--- src/rtl/core/mce_pkg.sv ---
// Shared types and codes of the modular combinatorics engine.
package mce_pkg;

    // request commands
    localparam logic [2:0] CMD_POW   = 3'd0;
    localparam logic [2:0] CMD_INV   = 3'd1;
    localparam logic [2:0] CMD_FACT  = 3'd2;
    localparam logic [2:0] CMD_BINOM = 3'd3;
    localparam logic [2:0] CMD_DER   = 3'd4;
    localparam logic [2:0] CMD_CAT   = 3'd5;

    // arithmetic unit operations
    localparam logic ARITH_MUL = 1'b0;
    localparam logic ARITH_POW = 1'b1;

    typedef struct packed {
        logic        start;
        logic        op;
        logic [31:0] x;
        logic [31:0] y;
    } arith_req_t;

    typedef struct packed {
        logic        done;
        logic        busy;
        logic [30:0] result;
    } arith_rsp_t;

endpackage

--- src/rtl/core/mce_mulmod.sv ---
// Modular multiplier: 32x32 product, then bit-serial reduction by the modulus.
module mce_mulmod (
    input  logic        clk,
    input  logic        rst_n,
    input  logic        start,
    input  logic [31:0] x,
    input  logic [31:0] y,
    input  logic [30:0] p,
    output logic        done,
    output logic [30:0] result
);
    logic        busy_reg;
    logic [6:0]  cnt_reg;
    logic        done_reg;
    logic [63:0] prod_reg;
    logic [30:0] rem_reg;
    logic [31:0] shifted;
    logic [30:0] diff;
    logic [30:0] rem_next;

    always_comb
    begin
        shifted  = {rem_reg, prod_reg[63]};
        diff     = 31'(shifted - {1'b0, p});
        rem_next = (shifted >= {1'b0, p}) ? diff : shifted[30:0];
    end

    always_ff @(posedge clk or negedge rst_n)
    begin
        if (!rst_n)
        begin
            busy_reg <= 1'b0;
            cnt_reg  <= 7'd0;
            done_reg <= 1'b0;
        end
        else
        begin
            done_reg <= 1'b0;
            if (start)
            begin
                busy_reg <= 1'b1;
                cnt_reg  <= 7'd64;
            end
            else if (busy_reg)
            begin
                if (cnt_reg != 7'd0)
                begin
                    cnt_reg <= cnt_reg - 7'd1;
                end
                else
                begin
                    busy_reg <= 1'b0;
                    done_reg <= 1'b1;
                end
            end
        end
    end

    always_ff @(posedge clk)
    begin
        if (start)
        begin
            prod_reg <= x * y;
            rem_reg  <= 31'd0;
        end
        else if (busy_reg && cnt_reg != 7'd0)
        begin
            prod_reg <= {prod_reg[62:0], 1'b0};
            rem_reg  <= rem_next;
        end
    end

    assign done   = done_reg;
    assign result = rem_reg;
endmodule

--- src/rtl/core/mce_arith.sv ---
// Arithmetic sequencer: modular product or square-and-multiply power.
module mce_arith (
    input  logic                clk,
    input  logic                rst_n,
    input  logic [30:0]         p,
    input  mce_pkg::arith_req_t req,
    output mce_pkg::arith_rsp_t rsp
);
    import mce_pkg::*;

    localparam logic [2:0] A_IDLE = 3'd0;
    localparam logic [2:0] A_MS   = 3'd1;
    localparam logic [2:0] A_MW   = 3'd2;
    localparam logic [2:0] A_BS   = 3'd3;
    localparam logic [2:0] A_BW   = 3'd4;
    localparam logic [2:0] A_LOOP = 3'd5;
    localparam logic [2:0] A_AW   = 3'd6;
    localparam logic [2:0] A_SW   = 3'd7;

    logic [2:0]  state_reg, state_next;
    logic        done_reg, done_next;
    logic [31:0] x_reg, x_next;
    logic [31:0] y_reg, y_next;
    logic [30:0] acc_reg, acc_next;
    logic [30:0] base_reg, base_next;
    logic [30:0] res_reg, res_next;
    logic        mm_start;
    logic [31:0] mm_x, mm_y;
    logic        mm_done;
    logic [30:0] mm_res;

    mce_mulmod u_mulmod (
        .clk    (clk),
        .rst_n  (rst_n),
        .start  (mm_start),
        .x      (mm_x),
        .y      (mm_y),
        .p      (p),
        .done   (mm_done),
        .result (mm_res)
    );

    always_comb
    begin
        state_next = state_reg;
        done_next  = 1'b0;
        x_next     = x_reg;
        y_next     = y_reg;
        acc_next   = acc_reg;
        base_next  = base_reg;
        res_next   = res_reg;
        mm_start   = 1'b0;
        mm_x       = 32'd0;
        mm_y       = 32'd0;
        unique case (state_reg)
            A_IDLE:
            begin
                if (req.start)
                begin
                    x_next     = req.x;
                    y_next     = req.y;
                    acc_next   = 31'd1;
                    state_next = (req.op == ARITH_MUL) ? A_MS : A_BS;
                end
            end
            A_MS:
            begin
                mm_start   = 1'b1;
                mm_x       = x_reg;
                mm_y       = y_reg;
                state_next = A_MW;
            end
            A_MW:
            begin
                if (mm_done)
                begin
                    res_next   = mm_res;
                    done_next  = 1'b1;
                    state_next = A_IDLE;
                end
            end
            A_BS:
            begin
                // reduce the base first
                mm_start   = 1'b1;
                mm_x       = x_reg;
                mm_y       = 32'd1;
                state_next = A_BW;
            end
            A_BW:
            begin
                if (mm_done)
                begin
                    base_next  = mm_res;
                    state_next = A_LOOP;
                end
            end
            A_LOOP:
            begin
                if (y_reg == 32'd0)
                begin
                    res_next   = acc_reg;
                    done_next  = 1'b1;
                    state_next = A_IDLE;
                end
                else if (y_reg[0])
                begin
                    mm_start   = 1'b1;
                    mm_x       = {1'b0, acc_reg};
                    mm_y       = {1'b0, base_reg};
                    state_next = A_AW;
                end
                else
                begin
                    mm_start   = 1'b1;
                    mm_x       = {1'b0, base_reg};
                    mm_y       = {1'b0, base_reg};
                    state_next = A_SW;
                end
            end
            A_AW:
            begin
                if (mm_done)
                begin
                    acc_next   = mm_res;
                    mm_start   = 1'b1;
                    mm_x       = {1'b0, base_reg};
                    mm_y       = {1'b0, base_reg};
                    state_next = A_SW;
                end
            end
            A_SW:
            begin
                if (mm_done)
                begin
                    base_next  = mm_res;
                    y_next     = {1'b0, y_reg[31:1]};
                    state_next = A_LOOP;
                end
            end
            default:
            begin
                state_next = A_IDLE;
            end
        endcase
    end

    always_ff @(posedge clk or negedge rst_n)
    begin
        if (!rst_n)
        begin
            state_reg <= A_IDLE;
            done_reg  <= 1'b0;
        end
        else
        begin
            state_reg <= state_next;
            done_reg  <= done_next;
        end
    end

    always_ff @(posedge clk)
    begin
        x_reg    <= x_next;
        y_reg    <= y_next;
        acc_reg  <= acc_next;
        base_reg <= base_next;
        res_reg  <= res_next;
    end

    assign rsp.done   = done_reg;
    assign rsp.busy   = (state_reg != A_IDLE);
    assign rsp.result = res_reg;
endmodule

--- config.mk ---
export PLATFORM = sky130hd
export DESIGN_NAME = mce_arith
export DESIGN_NICKNAME = d
export VERILOG_FILES = /design/src/rtl/core/mce_pkg.sv /design/src/rtl/core/mce_mulmod.sv /design/src/rtl/core/mce_arith.sv
export SDC_FILE = /design/constraint.sdc
export NUM_CORES = 2
export LEC_CHECK = 0
export BUFFER_PORTS_ARGS = -buffer_cell sky130_fd_sc_hd__buf_2
export CORE_UTILIZATION = 50
export DETAILED_ROUTE_END_ITERATION = 7
export PLACE_DENSITY = 0.63
export SLEW_MARGIN = 20
export SYNTH_ARGS = -nofsm -noshare
export SYNTH_HDL_FRONTEND = slang
export SYNTH_SLANG_ARGS = --single-unit
--- constraint.sdc ---
create_clock -name clk -period 11.65 [get_ports clk]
set_input_delay 2.33 -clock clk [delete_from_list [all_inputs] [get_ports clk]]
set_output_delay 2.33 -clock clk [all_outputs]
set_load 0.05 [all_outputs]
==> results.sh <==
export IMPL_totalPowerFinal_w=0.00256
export IMPL_fin_util=0.542
export IMPL_wl_mm=149
export IMPL_worstSetupStartpointType="flop"
export IMPL_setup_repair_after_global_routing_missed_its_margin="false"
export IMPL_cts_htree_levels=1
export IMPL_cts_reportedPaths_clkPinSlew_ns=0.08
export IMPL_power_density_nw_per_um2=52.4
export IMPL_worstPathRequired_ns=11.96
export IMPL_number_of_enable_flip_flop_cells_after_synthesis=221
export IMPL_nNetsFinal=6319
export IMPL_cp_data_arrival_time_ns=11.37
export IMPL_critPathLaunch="y_reg[22]"
export IMPL_initial_utilization=0.506
export IMPL_die_area_um2=92600
export IMPL_tritoncts_buffers=26
export IMPL_synthXorXnorAreaFrac=0.0173
export IMPL_grt_start_max_net_pins=66
export IMPL_synthDominantAreaCellType="sky130_fd_sc_hd__fa_1"
export IMPL_synth_lib_cells_used_distinct=87
export IMPL_filler_cell_count=8359
export IMPL_transition_time_at_the_pin_with_the_least_slew_margin_ns=1.18
export IMPL_die_width_um=304
export IMPL_pint_w=0.00181
export IMPL_multiInputGateArea_um2=33400
export IMPL_per_cell_routed_wire_length_um=24.0
export IMPL_syn_area_per_cell_um2=9.14
export IMPL_cts_root_buffer_cell="sky130_fd_sc_hd__clkbuf_16"
export IMPL_cp_max_fo=19
export IMPL_endpoint="u_mulmod.prod_reg[62]"
export IMPL_power_net_switching_w=0.000752
export IMPL_finalWorstPathRequiredPeriod_ns=11.07
export IMPL_final_tns_setup_ns=0
export IMPL_critPathKind="flop to flop"
export IMPL_regToRegSetupSlack_ns=0.58
export IMPL_port_buffer_count=131
export IMPL_ys_dominant_reg_cell="sky130_fd_sc_hd__edfxtp_1"
export IMPL_floorplan_rows=110
export IMPL_total_leakage_power_nw=23.3
export IMPL_synth_nets=6290
export IMPL_fin_crit_sh=0.950
export IMPL_vias_per_cell=5.69
export IMPL_total_i_o_pin_count=132
export IMPL_detail_route_drc_violations=0
export IMPL_grt_use_total=0.331
export IMPL_dr_first_iter_drc_count=3192
export IMPL_combinationalPowerShare=0.186
export IMPL_antenna_violations_before_repair=3
export IMPL_timing_max_cap_violations=0
export IMPL_synth_cell_area_um2=45700
export IMPL_vias=35400
export IMPL_wirelength_met1_mm=60.9
export IMPL_core_area_um2=90300
export IMPL_ctsLongestPathBuffers=3
export IMPL_crit_path_frequent_cell="sky130_fd_sc_hd__fa_1"
export IMPL_topRoutingLayerUsed="met5"
export IMPL_final_setup_skew_ns=0.0225
export IMPL_synth_most_common_cell="sky130_fd_sc_hd__inv_1"
export IMPL_max_slew_margin_rel=0.212
export IMPL_sequential_area_share_after_synthesis=0.166
export IMPL_cts_resized=0
export IMPL_cts_hold_buf=0
export IMPL_min_delay_path_class="flop to flop"
export IMPL_synth_cells=4998
export IMPL_main_combinational_cell_family_by_area_after_synthesis="adder cells"
export IMPL_final_instance_count_excl_fill=6224
export IMPL_first_global_vias=36800
export IMPL_post_synth_most_frequent_cells="sky130_fd_sc_hd__inv_1 (990), sky130_fd_sc_hd__fa_1 (897), sky130_fd_sc_hd__nor2_1 (684)"
export IMPL_place_congestion=1.04
export IMPL_synthesis_yosys_warnings=0
export IMPL_max_stage_delay_ns=0.74
export IMPL_synth_async_sr_flop_share=0.0491
export IMPL_flip_flop_count_of_the_largest_register_after_layout=64
export IMPL_dp_hpwl_mm=122
export IMPL_post_cts_setup_repair_bufs=0
export IMPL_die_y_um=304
export IMPL_tritoncts="yes"
export IMPL_pwr_share_seq=0.438
export IMPL_cp_slowest_cell="sky130_fd_sc_hd__o21ai_1"
export IMPL_synth_compound_area_share=0.0767
export IMPL_logic_depth_of_the_worst_register_to_register_path=31
export IMPL_p_clk_frac=0.377
export IMPL_synth_seq_cells=265
export IMPL_regToRegStartpoint="y_reg[22]"
export IMPL_worst_skew_pair_late_latency_ns=0.59
export IMPL_post_synth_main_area_contributors="sky130_fd_sc_hd__fa_1 (39%), sky130_fd_sc_hd__edfxtp_1 (15%), sky130_fd_sc_hd__inv_1 (8.1%)"
export IMPL_yosys_mux_area_fraction=0.0177
export IMPL_type_of_destination_of_the_critical_path="flop"
export IMPL_irDropWorstVdd_mv=0.153
export IMPL_syn_to_final_growth_pct=7.05
export IMPL_netSwitchingFraction=0.294
export IMPL_yosys_area_share_adder=0.474
export IMPL_hold_violation_total_from_the_final_report=0
export IMPL_area_sequential_um2=7580
export IMPL_timing_final_setup_violations=0
export IMPL_max_clock_freq_mhz=90.4
export IMPL_yosys_area_top_type_share=0.393
export IMPL_place_inst=6174
export IMPL_yosys_area_share_simple=0.141
export IMPL_launch_instance_of_the_worst_min_delay_path="u_mulmod.prod_reg[2]"
export IMPL_route_met2_wl_mm=65.3
export IMPL_wl_met3_mm=16.6
export IMPL_drtPass1Iterations=5
export IMPL_globalRouteOverflowTotal=0
export IMPL_wire_length_of_the_first_global_routing_pass_mm=228
export IMPL_drtAntennaViolNets=0
export IMPL_drive_above_1_share=0.0872
export IMPL_clock_sinks=265
export IMPL_run_status="finished, final reports clean"
export IMPL_regToRegEndpoint="u_mulmod.prod_reg[62]"
export IMPL_drv_slew=0
[stage by stage]
step	setup WS (ns)	hold slack [ns]	instance area (um2)
2_1_floorplan	3.04	0.471	45700
3_3_place_gp	0.894	0.488	47900
3_5_place_dp	0.941	0.498	47900
4_1_cts	0.880	0.510	48900
5_1_grt	0.159	0.531	48900
6_report	0.585	0.508	48900
[power by group through the flow]
stage | combinational (W) | clock, W | sequential (W)
floorplan | 0.000376 | 0 | 0.00111
global placement | 0.000468 | 0 | 0.00114
detailed placement | 0.000468 | 0 | 0.00114
CTS | 0.000472 | 0.000984 | 0.00112
global route | 0.000525 | 0.00101 | 0.00113
finish | 0.000476 | 0.000965 | 0.00112
[per-layer routing]
layer  global-route usage  up-vias
met5                    0        -
met4                0.117        6
met3               0.0810      286
met2                0.507     1834
met1                0.460    17900
li1                     -    15400
[layout make-up]
type | instances | area share
multi-input cells | 3463 | 0.682
flip-flops and latches | 265 | 0.155
inverters | 991 | 0.0761
repair buffers | 280 | 0.0367
well taps | 1176 | 0.0301
clock buffers | 26 | 0.0133
clock inverters | 22 | 0.00647
diodes | 1 | 0.0000512
[critical path, delay by kind of cell (launching register included)]
kind	cells	cell delay, ns
fa+ha+maj	9	4.43
xor+xnor	1	0.16
simple gates	11	3.11
buf+inv	3	0.47
flops	1	0.48
compound gates	7	2.12
[logic make-up after synthesis]
logic type,Yosys count
compound gates,536
xor+xnor,90
fa+ha+maj,1193
buf+inv,1270
flops,265
mux,73
simple gates,1571
[cell usage in the layout, fill, tap and decap left out, types with 26 or more instances in the layout]
cell type,count
sky130_fd_sc_hd__a22o_1,30
sky130_fd_sc_hd__a21oi_1,156
sky130_fd_sc_hd__buf_2,131
sky130_fd_sc_hd__edfxtp_1,221
sky130_fd_sc_hd__xnor2_1,53
sky130_fd_sc_hd__buf_4,148
sky130_fd_sc_hd__a22oi_1,47
sky130_fd_sc_hd__mux2_2,63
sky130_fd_sc_hd__clkbuf_16,26
sky130_fd_sc_hd__fa_1,897
sky130_fd_sc_hd__inv_1,990
sky130_fd_sc_hd__nand4_1,26
sky130_fd_sc_hd__ha_1,296
sky130_fd_sc_hd__o21ai_0,90
sky130_fd_sc_hd__a21o_1,56
sky130_fd_sc_hd__nand2_1,649
sky130_fd_sc_hd__nor2_1,680
sky130_fd_sc_hd__and2_1,70
sky130_fd_sc_hd__xor2_1,37
sky130_fd_sc_hd__dfxtp_1,31
sky130_fd_sc_hd__nor3_1,33
sky130_fd_sc_hd__nand3_1,31
[worst min path at each step]
stage,end,slack (ns),cells after the start
finish,u_mulmod.prod_reg[3],0.51,2
global route,u_mulmod.prod_reg[4],0.53,2
CTS,u_mulmod.prod_reg[3],0.51,2
detailed placement,u_mulmod.prod_reg[3],0.50,2
global placement,u_mulmod.prod_reg[4],0.49,2
floorplan,u_mulmod.result[0],0.47,2
Power figures use the tool's default switching activity.
